===== src/sv/rbm_pkg.sv =====
// Shared types, register indexes, blend mode codes and the divide-by-255 helper.
// No dependencies; used by rbm_lane and the top level.
package rbm_pkg;

   typedef logic [7:0] chan_type;

   localparam logic [3:0] REG_MODE    = 4'd0;
   localparam logic [3:0] REG_OPACITY = 4'd1;

   localparam logic [3:0] MODE_NORMAL   = 4'd0;
   localparam logic [3:0] MODE_MULTIPLY = 4'd1;
   localparam logic [3:0] MODE_SCREEN   = 4'd2;
   localparam logic [3:0] MODE_DIFF     = 4'd3;
   localparam logic [3:0] MODE_ADD      = 4'd4;
   localparam logic [3:0] MODE_SUB      = 4'd5;
   localparam logic [3:0] MODE_DARKEN   = 4'd6;
   localparam logic [3:0] MODE_LIGHTEN  = 4'd7;
   localparam logic [3:0] MODE_OVERLAY  = 4'd8;
   localparam logic [3:0] MODE_DODGE    = 4'd9;
   localparam logic [3:0] MODE_BURN     = 4'd10;
   localparam logic [3:0] MODE_HARD     = 4'd11;
   localparam logic [3:0] MODE_SOFT     = 4'd12;

   localparam int unsigned LATENCY = 6;

   // x / 255 for x < 2^17: reciprocal estimate (never high, at most one low)
   // followed by a single remainder correction.
   function automatic logic [9:0] div255(input logic [17:0] x);
      logic [31:0] prod;
      logic [9:0]  est;
      logic [17:0] rem;
      prod = 32'(x) * 32'd16448;
      est  = prod[31:22];
      rem  = x - 18'(est) * 18'd255;
      return (rem >= 18'd255) ? est + 10'd1 : est;
   endfunction

endpackage


===== src/sv/rbm_lane.sv =====
// One colour channel: blend mode, then opacity mix, six register stages.
// Depends on rbm_pkg.
module rbm_lane
   import rbm_pkg::*;
(
   input  logic       clock,
   input  chan_type   a_i,
   input  chan_type   b_i,
   input  logic [3:0] mode_i,
   input  chan_type   op_i,
   output chan_type   r_o
);

   // ---------------- stage 1: products and divider operands
   chan_type    a1_ff, b1_ff, op1_ff;
   logic [3:0]  mode1_ff;
   logic [15:0] ab1_ff, inv1_ff, num1_ff;
   logic [13:0] bb1_ff;
   logic signed [8:0] sa1_ff;
   chan_type    dv1_ff;

   logic        burn_in;
   chan_type    x_in;

   always_comb begin
      burn_in = (mode_i == MODE_BURN);
      x_in    = burn_in ? 8'd255 - b_i : b_i;
   end

   always_ff @(posedge clock) begin
      a1_ff    <= a_i;
      b1_ff    <= b_i;
      op1_ff   <= op_i;
      mode1_ff <= mode_i;
      ab1_ff   <= 16'(a_i) * 16'(b_i);
      inv1_ff  <= 16'(8'd255 - a_i) * 16'(8'd255 - b_i);
      num1_ff  <= {x_in, 8'd0} - 16'(x_in);
      dv1_ff   <= burn_in ? a_i : 8'd255 - a_i;
      bb1_ff   <= 14'(16'(b_i) * 16'(8'd255 - b_i));
      sa1_ff   <= $signed({1'b0, a_i, 1'b0}) - 10'sd255 > 0 ?
                  9'($signed({1'b0, a_i, 1'b0}) - 10'sd255) :
                  9'($signed({1'b0, a_i, 1'b0}) - 10'sd255);
   end

   // ---------------- stage 2: /255 modes, soft product, divide high nibble
   chan_type    b2_ff, op2_ff, rs2_ff;
   logic [3:0]  mode2_ff;
   logic signed [22:0] sp2_ff;
   logic        ovf2_ff;
   chan_type    rem2_ff, dv2_ff;
   logic [3:0]  qh2_ff, nlo2_ff;

   logic [9:0]  mul_q, scr_q, ovl_q, ovh_q;
   chan_type    ov_lo, ov_hi, rs_in;
   logic [8:0]  sum_in;
   logic [8:0]  rw;
   chan_type    rr;
   logic [3:0]  qh_in;

   always_comb begin
      mul_q = div255({2'b0, ab1_ff});
      scr_q = div255({2'b0, inv1_ff});
      ovl_q = div255({1'b0, ab1_ff, 1'b0});
      ovh_q = div255({1'b0, inv1_ff, 1'b0});
      ov_lo = ovl_q[7:0];
      ov_hi = 8'd255 - ovh_q[7:0];
      sum_in = 9'(a1_ff) + 9'(b1_ff);
      case (mode1_ff)
         MODE_MULTIPLY: rs_in = mul_q[7:0];
         MODE_SCREEN:   rs_in = 8'd255 - scr_q[7:0];
         MODE_DIFF:     rs_in = (a1_ff > b1_ff) ? a1_ff - b1_ff : b1_ff - a1_ff;
         MODE_ADD:      rs_in = sum_in[8] ? 8'd255 : sum_in[7:0];
         MODE_SUB:      rs_in = (a1_ff > b1_ff) ? a1_ff - b1_ff : 8'd0;
         MODE_DARKEN:   rs_in = (a1_ff < b1_ff) ? a1_ff : b1_ff;
         MODE_LIGHTEN:  rs_in = (a1_ff > b1_ff) ? a1_ff : b1_ff;
         MODE_OVERLAY:  rs_in = b1_ff[7] ? ov_hi : ov_lo;
         MODE_HARD:     rs_in = a1_ff[7] ? ov_hi : ov_lo;
         default:       rs_in = a1_ff;
      endcase
      // restoring divide, quotient bits 7..4
      rr = num1_ff[15:8];
      for (int i = 7; i >= 4; i--) begin
         rw = {rr, num1_ff[i]};
         if (rw >= 9'(dv1_ff)) begin
            rw = rw - 9'(dv1_ff);
            qh_in[i-4] = 1'b1;
         end else begin
            qh_in[i-4] = 1'b0;
         end
         rr = rw[7:0];
      end
   end

   always_ff @(posedge clock) begin
      b2_ff    <= b1_ff;
      op2_ff   <= op1_ff;
      mode2_ff <= mode1_ff;
      rs2_ff   <= rs_in;
      sp2_ff   <= 23'(sa1_ff) * 23'($signed({1'b0, bb1_ff}));
      ovf2_ff  <= (num1_ff[15:8] >= dv1_ff);   // quotient above 255, or divisor zero
      rem2_ff  <= rr;
      dv2_ff   <= dv1_ff;
      qh2_ff   <= qh_in;
      nlo2_ff  <= num1_ff[3:0];
   end

   // ---------------- stage 3: divide low nibble, soft estimate
   chan_type    b3_ff, op3_ff, r3_ff;
   logic        soft3_ff, neg3_ff;
   logic [21:0] m3_ff;
   logic [6:0]  qs3_ff;

   logic [8:0]  rw3;
   chan_type    rr3;
   logic [3:0]  ql_in;
   chan_type    q_div, r_in;
   logic [22:0] sp_abs;
   logic [32:0] sprod;

   always_comb begin
      rr3 = rem2_ff;
      for (int i = 3; i >= 0; i--) begin
         rw3 = {rr3, nlo2_ff[i]};
         if (rw3 >= 9'(dv2_ff)) begin
            rw3 = rw3 - 9'(dv2_ff);
            ql_in[i] = 1'b1;
         end else begin
            ql_in[i] = 1'b0;
         end
         rr3 = rw3[7:0];
      end
      q_div = {qh2_ff, ql_in};
      case (mode2_ff)
         MODE_DODGE: r_in = ovf2_ff ? 8'd255 : q_div;
         MODE_BURN:  r_in = ovf2_ff ? 8'd0 : 8'd255 - q_div;
         default:    r_in = rs2_ff;
      endcase
      sp_abs = sp2_ff[22] ? 23'(-sp2_ff) : 23'(sp2_ff);
      sprod  = 33'(sp_abs[21:0]) * 33'd1032;
   end

   always_ff @(posedge clock) begin
      b3_ff    <= b2_ff;
      op3_ff   <= op2_ff;
      r3_ff    <= r_in;
      soft3_ff <= (mode2_ff == MODE_SOFT);
      neg3_ff  <= sp2_ff[22];
      m3_ff    <= sp_abs[21:0];
      qs3_ff   <= sprod[32:26];
   end

   // ---------------- stage 4: soft light correction and clamp
   chan_type    b4_ff, op4_ff, r4_ff;

   logic [21:0] srem;
   logic [6:0]  qs;
   logic signed [9:0] sv;
   chan_type    r4_in;

   always_comb begin
      srem = m3_ff - 22'(qs3_ff) * 22'd65025;
      qs   = (srem >= 22'd65025) ? qs3_ff + 7'd1 : qs3_ff;
      sv   = neg3_ff ? $signed({2'b0, b3_ff}) - $signed({3'b0, qs})
                     : $signed({2'b0, b3_ff}) + $signed({3'b0, qs});
      if (!soft3_ff)
         r4_in = r3_ff;
      else if (sv < 0)
         r4_in = 8'd0;
      else if (sv > 10'sd255)
         r4_in = 8'd255;
      else
         r4_in = sv[7:0];
   end

   always_ff @(posedge clock) begin
      b4_ff  <= b3_ff;
      op4_ff <= op3_ff;
      r4_ff  <= r4_in;
   end

   // ---------------- stage 5: opacity products
   logic [15:0] pr5_ff, pb5_ff;

   always_ff @(posedge clock) begin
      pr5_ff <= 16'(op4_ff) * 16'(r4_ff);
      pb5_ff <= 16'(8'd255 - op4_ff) * 16'(b4_ff);
   end

   // ---------------- stage 6: scale and sum
   logic [9:0] sum6;
   chan_type   r6_ff;

   always_comb begin
      sum6 = div255({2'b0, pr5_ff}) + div255({2'b0, pb5_ff});
   end

   always_ff @(posedge clock) begin
      r6_ff <= sum6[7:0];
   end

   assign r_o = r6_ff;

endmodule


===== config.mk =====
export PLATFORM = sky130hd
export DESIGN_NAME = rbm_lane
export DESIGN_NICKNAME = d
export VERILOG_FILES = /design/src/sv/rbm_pkg.sv /design/src/sv/rbm_lane.sv
export SDC_FILE = /design/constraint.sdc
export NUM_CORES = 2
export LEC_CHECK = 0
export BUFFER_PORTS_ARGS = -buffer_cell sky130_fd_sc_hd__clkbuf_2
export CORE_ASPECT_RATIO = 0.7
export CORE_MARGIN = 1
export CORE_UTILIZATION = 30
export CTS_CLUSTER_SIZE = 14
export DETAILED_ROUTE_END_ITERATION = 10
export MAX_ROUTING_LAYER = met4
export SYNTH_ARGS = -nofsm -noshare
export SYNTH_HDL_FRONTEND = slang
export SYNTH_SLANG_ARGS = --single-unit
export TNS_END_PERCENT = 5

===== constraint.sdc =====
create_clock -name clock -period 17.5 [get_ports clock]
set_input_delay 1.75 -clock clock [delete_from_list [all_inputs] [get_ports clock]]
set_output_delay 1.75 -clock clock [all_outputs]
set_load 0.1 [all_outputs]

-- Yosys cells after proc, flatten, opt, wreduce, memory -nomap -nowiden
Cells that the tools add are included.
W data, S select, Z words.
- input bits: 29
- output and inout bits: 8
- flip-flop bits (word level): 302
- word-level logic and storage cells: 164
- multiplexer cells: 40
- $mul: 20
- equality and inequality tests: 13
- add/sub/neg operators: 38
- magnitude comparators: 20
- operators with widths (cell ; count):
    $mux W8 ; 27
    $mul A16 B9 Y25 const B ; 6
    $ge A18 B8 Y1 const B ; 6
    $ge A9 B8 Y1 ; 8
    $pmux W8 S9 ; 1
    $sub A16 B17 Y18 ; 4
    $sub A8 B8 Y8 ; 9
    $mul A9 B8 Y17 const B ; 4
    $add A8 B1 Y8 const B ; 6
    $sub A8 B8 Y8 const A ; 5
    $mul A10 B8 Y18 const B ; 2
    $sub A17 B18 Y18 ; 2
    $mul A8 B8 Y16 ; 2
    $mul A9 B9 Y16 ; 2
    $mul A22 B8 Y30 const B ; 1
    $sub A8 B8 Y9 const A ; 3
    $eq A4 B4 Y1 const B ; 6
    $mul A9 B15 Y23 ; 1
    $ge A22 B16 Y1 const B ; 1
    $mul A7 B16 Y22 const B ; 1
    $mux W22 ; 1
    $neg A22 Y22 ; 1
    $sub A22 B22 Y22 ; 1
    $eq A4 B3 Y1 const B ; 4
    other kinds (19) ; 27

-- Depth between registers and ports, before layout
- depth after elaboration: 11
- gate-level depth with buffers: 47
- mapped depth without buffers: 45

-- Least setup slack after synthesis
OpenSTA, ideal clock, no wires.
- path kind: register to register
- start point: register pb5_ff[3]
- end point: register r6_ff[7] (netlist: r_o[7])
- path slack: 7.771 ns
- buffers on the path: 2
- cell stages (with the launch flop): 43
- required time: 17.382 ns
- data arrival time: 9.611 ns
- setup time: 0.118 ns
- clock period less this slack: 9.729 ns
- cells stage by stage: dfxtp_1 ha_1 ha_1 ha_1 and3_1 a31o_2 a21oi_1 o21ai_0 and3_1 nor2_1 nor3_1 xnor2_1 inv_1 fa_1 inv_1 fa_1 fa_1 inv_1 [... 7 more ...] a2111oi_0 o2111ai_1 a41oi_1 nand4b_1 or4_1 or2_1 clkbuf_1 nor2_1 a21o_1 ha_1 a21o_1 a21oi_1 o21bai_1 a21oi_1 o21ai_0 xor3_1 xor2_1 xnor2_1
- longest elaborated chain between the ends: 6
- elaborated cells on any way between the ends: 7
- those cells by class: add/sub (3); mul (2); order compare (1); mux (1)
- ends and longest elaborated chain (item ; line ; text):
    start, declared ; rbm_lane.sv:182 ; logic [15:0] pr5_ff, pb5_ff;
    start signal, assigned ; rbm_lane.sv:186 ; pb5_ff <= 16'(8'd255 - op4_ff) * 16'(b4_ff);
    $mul A16 B9 Y25 ; rbm_pkg.sv:32 ; prod = 32'(x) * 32'd16448;
    $mul A9 B8 Y17 ; rbm_pkg.sv:34 ; rem = x - 18'(est) * 18'd255;
    $sub A16 B17 Y18 ; rbm_pkg.sv:34 ;
    $ge A18 B8 Y1 ; rbm_pkg.sv:35 ; return (rem >= 18'd255) ? est + 10'd1 : est;
    $mux W8 (*) ; rbm_pkg.sv:35 ;
    $add A8 B8 Y8 (*) ; rbm_lane.sv:194 ; sum6 = div255({2'b0, pr5_ff}) + div255({2'b0, pb5_ff});
    named net sum6[7] ; rbm_lane.sv:190 ; logic [9:0] sum6;
    end signal, assigned ; rbm_lane.sv:198 ; r6_ff <= sum6[7:0];
    end, declared ; rbm_lane.sv:191 ; chan_type r6_ff;
Mark *: on every way through the listed nets, which the timed path passes. The rest lies on a longest branch.

-- Worst setup path in the final report
- start point: register pb5_ff[11]
- end point: register r6_ff[7] (netlist: r_o[7])
Same word-level chain as after synthesis.

==> out/summary.txt <==
Status = complete, no violations
Post-synth EDFFs = 0
CP delay by family, top = adder cells
Path depth of the worst reg2reg path = 40
Final setup viols = 0
Hold WC Path Type = reg2reg
Final worst-path cycle share = 0.633
Wire length per cell = 15.3 um
Slowest CP cell = xnor2_1
Top cell type's share of synthesized area = 0.222
Post-DP HPWL = 91400 um
Post-layout minimum cycle time = 11.08 ns
Setup TNS = 0 ns
Synth async-reset ratio = 0
Sink Count = 289
Share of cells above drive strength 1 = 0.0404
Initial core utilization = 0.303
Headroom to the max-slew limit = 0.176
Core Footprint = 148000 sq um
Slew @ Worst Pin = 1.23 ns
Critical Path AT = 11.54 ns
Post-synthesis sequential element count = 289
Routability Congestion = 0.928
Crit Path Max Fanout = 10
Crit path kind = reg2reg
Synth-to-Final Area Change = 7.99%
Die area = 152000 sq um
TritonRoute pass-1 iters = 6
Seq/Total Area, Yosys = 0.129
Max Clk Rate = 90.2 MHz
Row cnt = 118
Crit path depth = 40
Routed vias/inst = 4.80
Worst setup EP type = flip-flop
Cts bufs inserted = 35
Root buffer selected by CTS = clkbuf_16
Final Hold Violating Endpoints = 0
Most frequent cells in the layout = 1061 x inv_1, 791 x ha_1, 499 x fa_1
Top cells by area, synth = fa_1 22%, ha_1 22%, dfxtp_1 13%
CP most frequent cell = ha_1
Critical Path RT = 17.96 ns
Top FF cell, synth = dfxtp_1
CTS clk-pin slew, worst paths = 0.07 ns
PostCTS Resize Cnt = 0
Synth cell types = 96
Cell accounting for the most synthesized area = fa_1
CTS Hold Bufs = 0
Unrepaired setup endpoints after global routing = no
Die height = 326 um
Initial antenna violation count = 6
Global route overflow = 0
Mapped Area = 45000 sq um
First-pass GRT wire length = 181000 um
Clk_lat worst skew = 0.58 ns
Pin count of the biggest net entering global routing = 40
Commonest non-fill, non-tap cell in the layout = inv_1
H-tree levels = 2
Post-synthesis cell count = 5174
I/O pin count = 37
Critical path buffers and inverters = 4
Setup Skew = 0.0406 ns
Final WL = 109000 um
Yosys warning count = 0
Routed Antenna Nets = 0
Critical path's largest stage delay = 0.72 ns
Setup Buffers After CTS = 0
Mapped Avg Cell Area = 8.69 sq um
Hold depth = 0
Drt drc = 0
TritonCTS clock tree = built
Via count = 34400
Port bufs = 36
Post-Syn Nets = 6493
Bufs on Longest Clock Path = 3
GR Util All Layers = 0.149
Worst setup SP type = flip-flop
Max cap viols = 0
Vias in the first global route = 34200
Die Span X = 465 um
Nets = 6470
Starting DRC count in detailed routing = 2358
Max-slew violation count = 0
[registers in the layout (all words and copies together) (netlist names), 13 cells and up]
register / cells
num1_ff: 15
m3_ff: 21
ab1_ff: 16
pb5_ff: 16
pr5_ff: 16
sp2_ff: 21
bb1_ff: 13
inv1_ff: 16
[worst paths after layout]
path	start	slack (ns)	endpoint
max	pb5_ff[11]$_DFF_P_	6.42	r_o[7]$_DFF_P_
min	op2_ff[1]$_DFF_P_	0.33	op3_ff[1]$_DFF_P_
max reg2reg	pb5_ff[11]$_DFF_P_	6.42	r_o[7]$_DFF_P_
min reg2reg	op2_ff[1]$_DFF_P_	0.33	op3_ff[1]$_DFF_P_
[layer usage]
layer / GRT usage / part of all wire / up-vias
met5: - / 0 / -
met4: 0.0225 / 0.014 / 0
met3: 0.0218 / 0.063 / 111
met2: 0.206 / 0.39 / 872
met1: 0.229 / 0.53 / 16600
li1: - / - / 16800
[synthesized netlist by cell type, types with 10 or more instances]
master / count
mux2i_1: 33
ha_1: 791
or2_2: 30
and2_1: 93
nand2b_1: 80
nor3_1: 80
a21o_1: 73
nor2_1: 312
a21oi_1: 225
and3_1: 36
or4_1: 11
o221ai_1: 10
fa_1: 499
xnor2_1: 237
o21ai_0: 172
a21boi_0: 20
dfxtp_1: 289
a211oi_1: 27
nor2b_1: 81
a31o_2: 10
a31oi_1: 23
xor2_1: 60
nor4_1: 14
nand4_1: 39
nand3_1: 58
inv_1: 1061
nand2_1: 309
or3_1: 27
o31ai_1: 19
o22ai_1: 29
mux2_2: 22
o211ai_1: 26
nor3b_1: 13
clkbuf_1: 96
o21a_1: 33
o21bai_1: 32
o21ai_1: 13
[metrics by stage]
step	std cells	util	hold slack [ns]	cell area, sq um	worst slack, ns
floorplan	5174	-	0.310	45000	7.77
global placement	7094	0.319	0.312	47300	6.76
detailed placement	7094	0.319	0.312	47300	6.48
CTS	7157	0.327	0.325	48600	6.41
global route	7159	0.327	0.332	48600	5.57
finish	7159	0.327	0.325	48600	6.42
[cells by family (layout without fill, tap and decap cells)]
| group | count (synthesis) | after routing | synth area share |
|---|---|---|---|
| mux | 64 | 64 | 0.0158 |
| simple gates | 1226 | 1226 | 0.136 |
| compound gates | 825 | 825 | 0.119 |
| flops | 289 | 289 | 0.129 |
| xor+xnor | 300 | 300 | 0.0593 |
| other cells | 0 | 2 | 0 |
| buf+inv | 1180 | 1183 | 0.0988 |
| fa+ha+maj | 1290 | 1290 | 0.442 |
[layout make-up]
cell class,instances,area (sq um)
diodes,2,5.00
clock buffers,41,938
clock inverters,22,305
fillers,15400,99800
inverters,1072,4030
multi-input cells,3705,34800
flip-flops and latches,289,5790
well taps,1980,2480
repair buffers,48,270
Power is not shown: default switching activity piles up to over one toggle a cycle in this logic, so the estimate is an artifact.
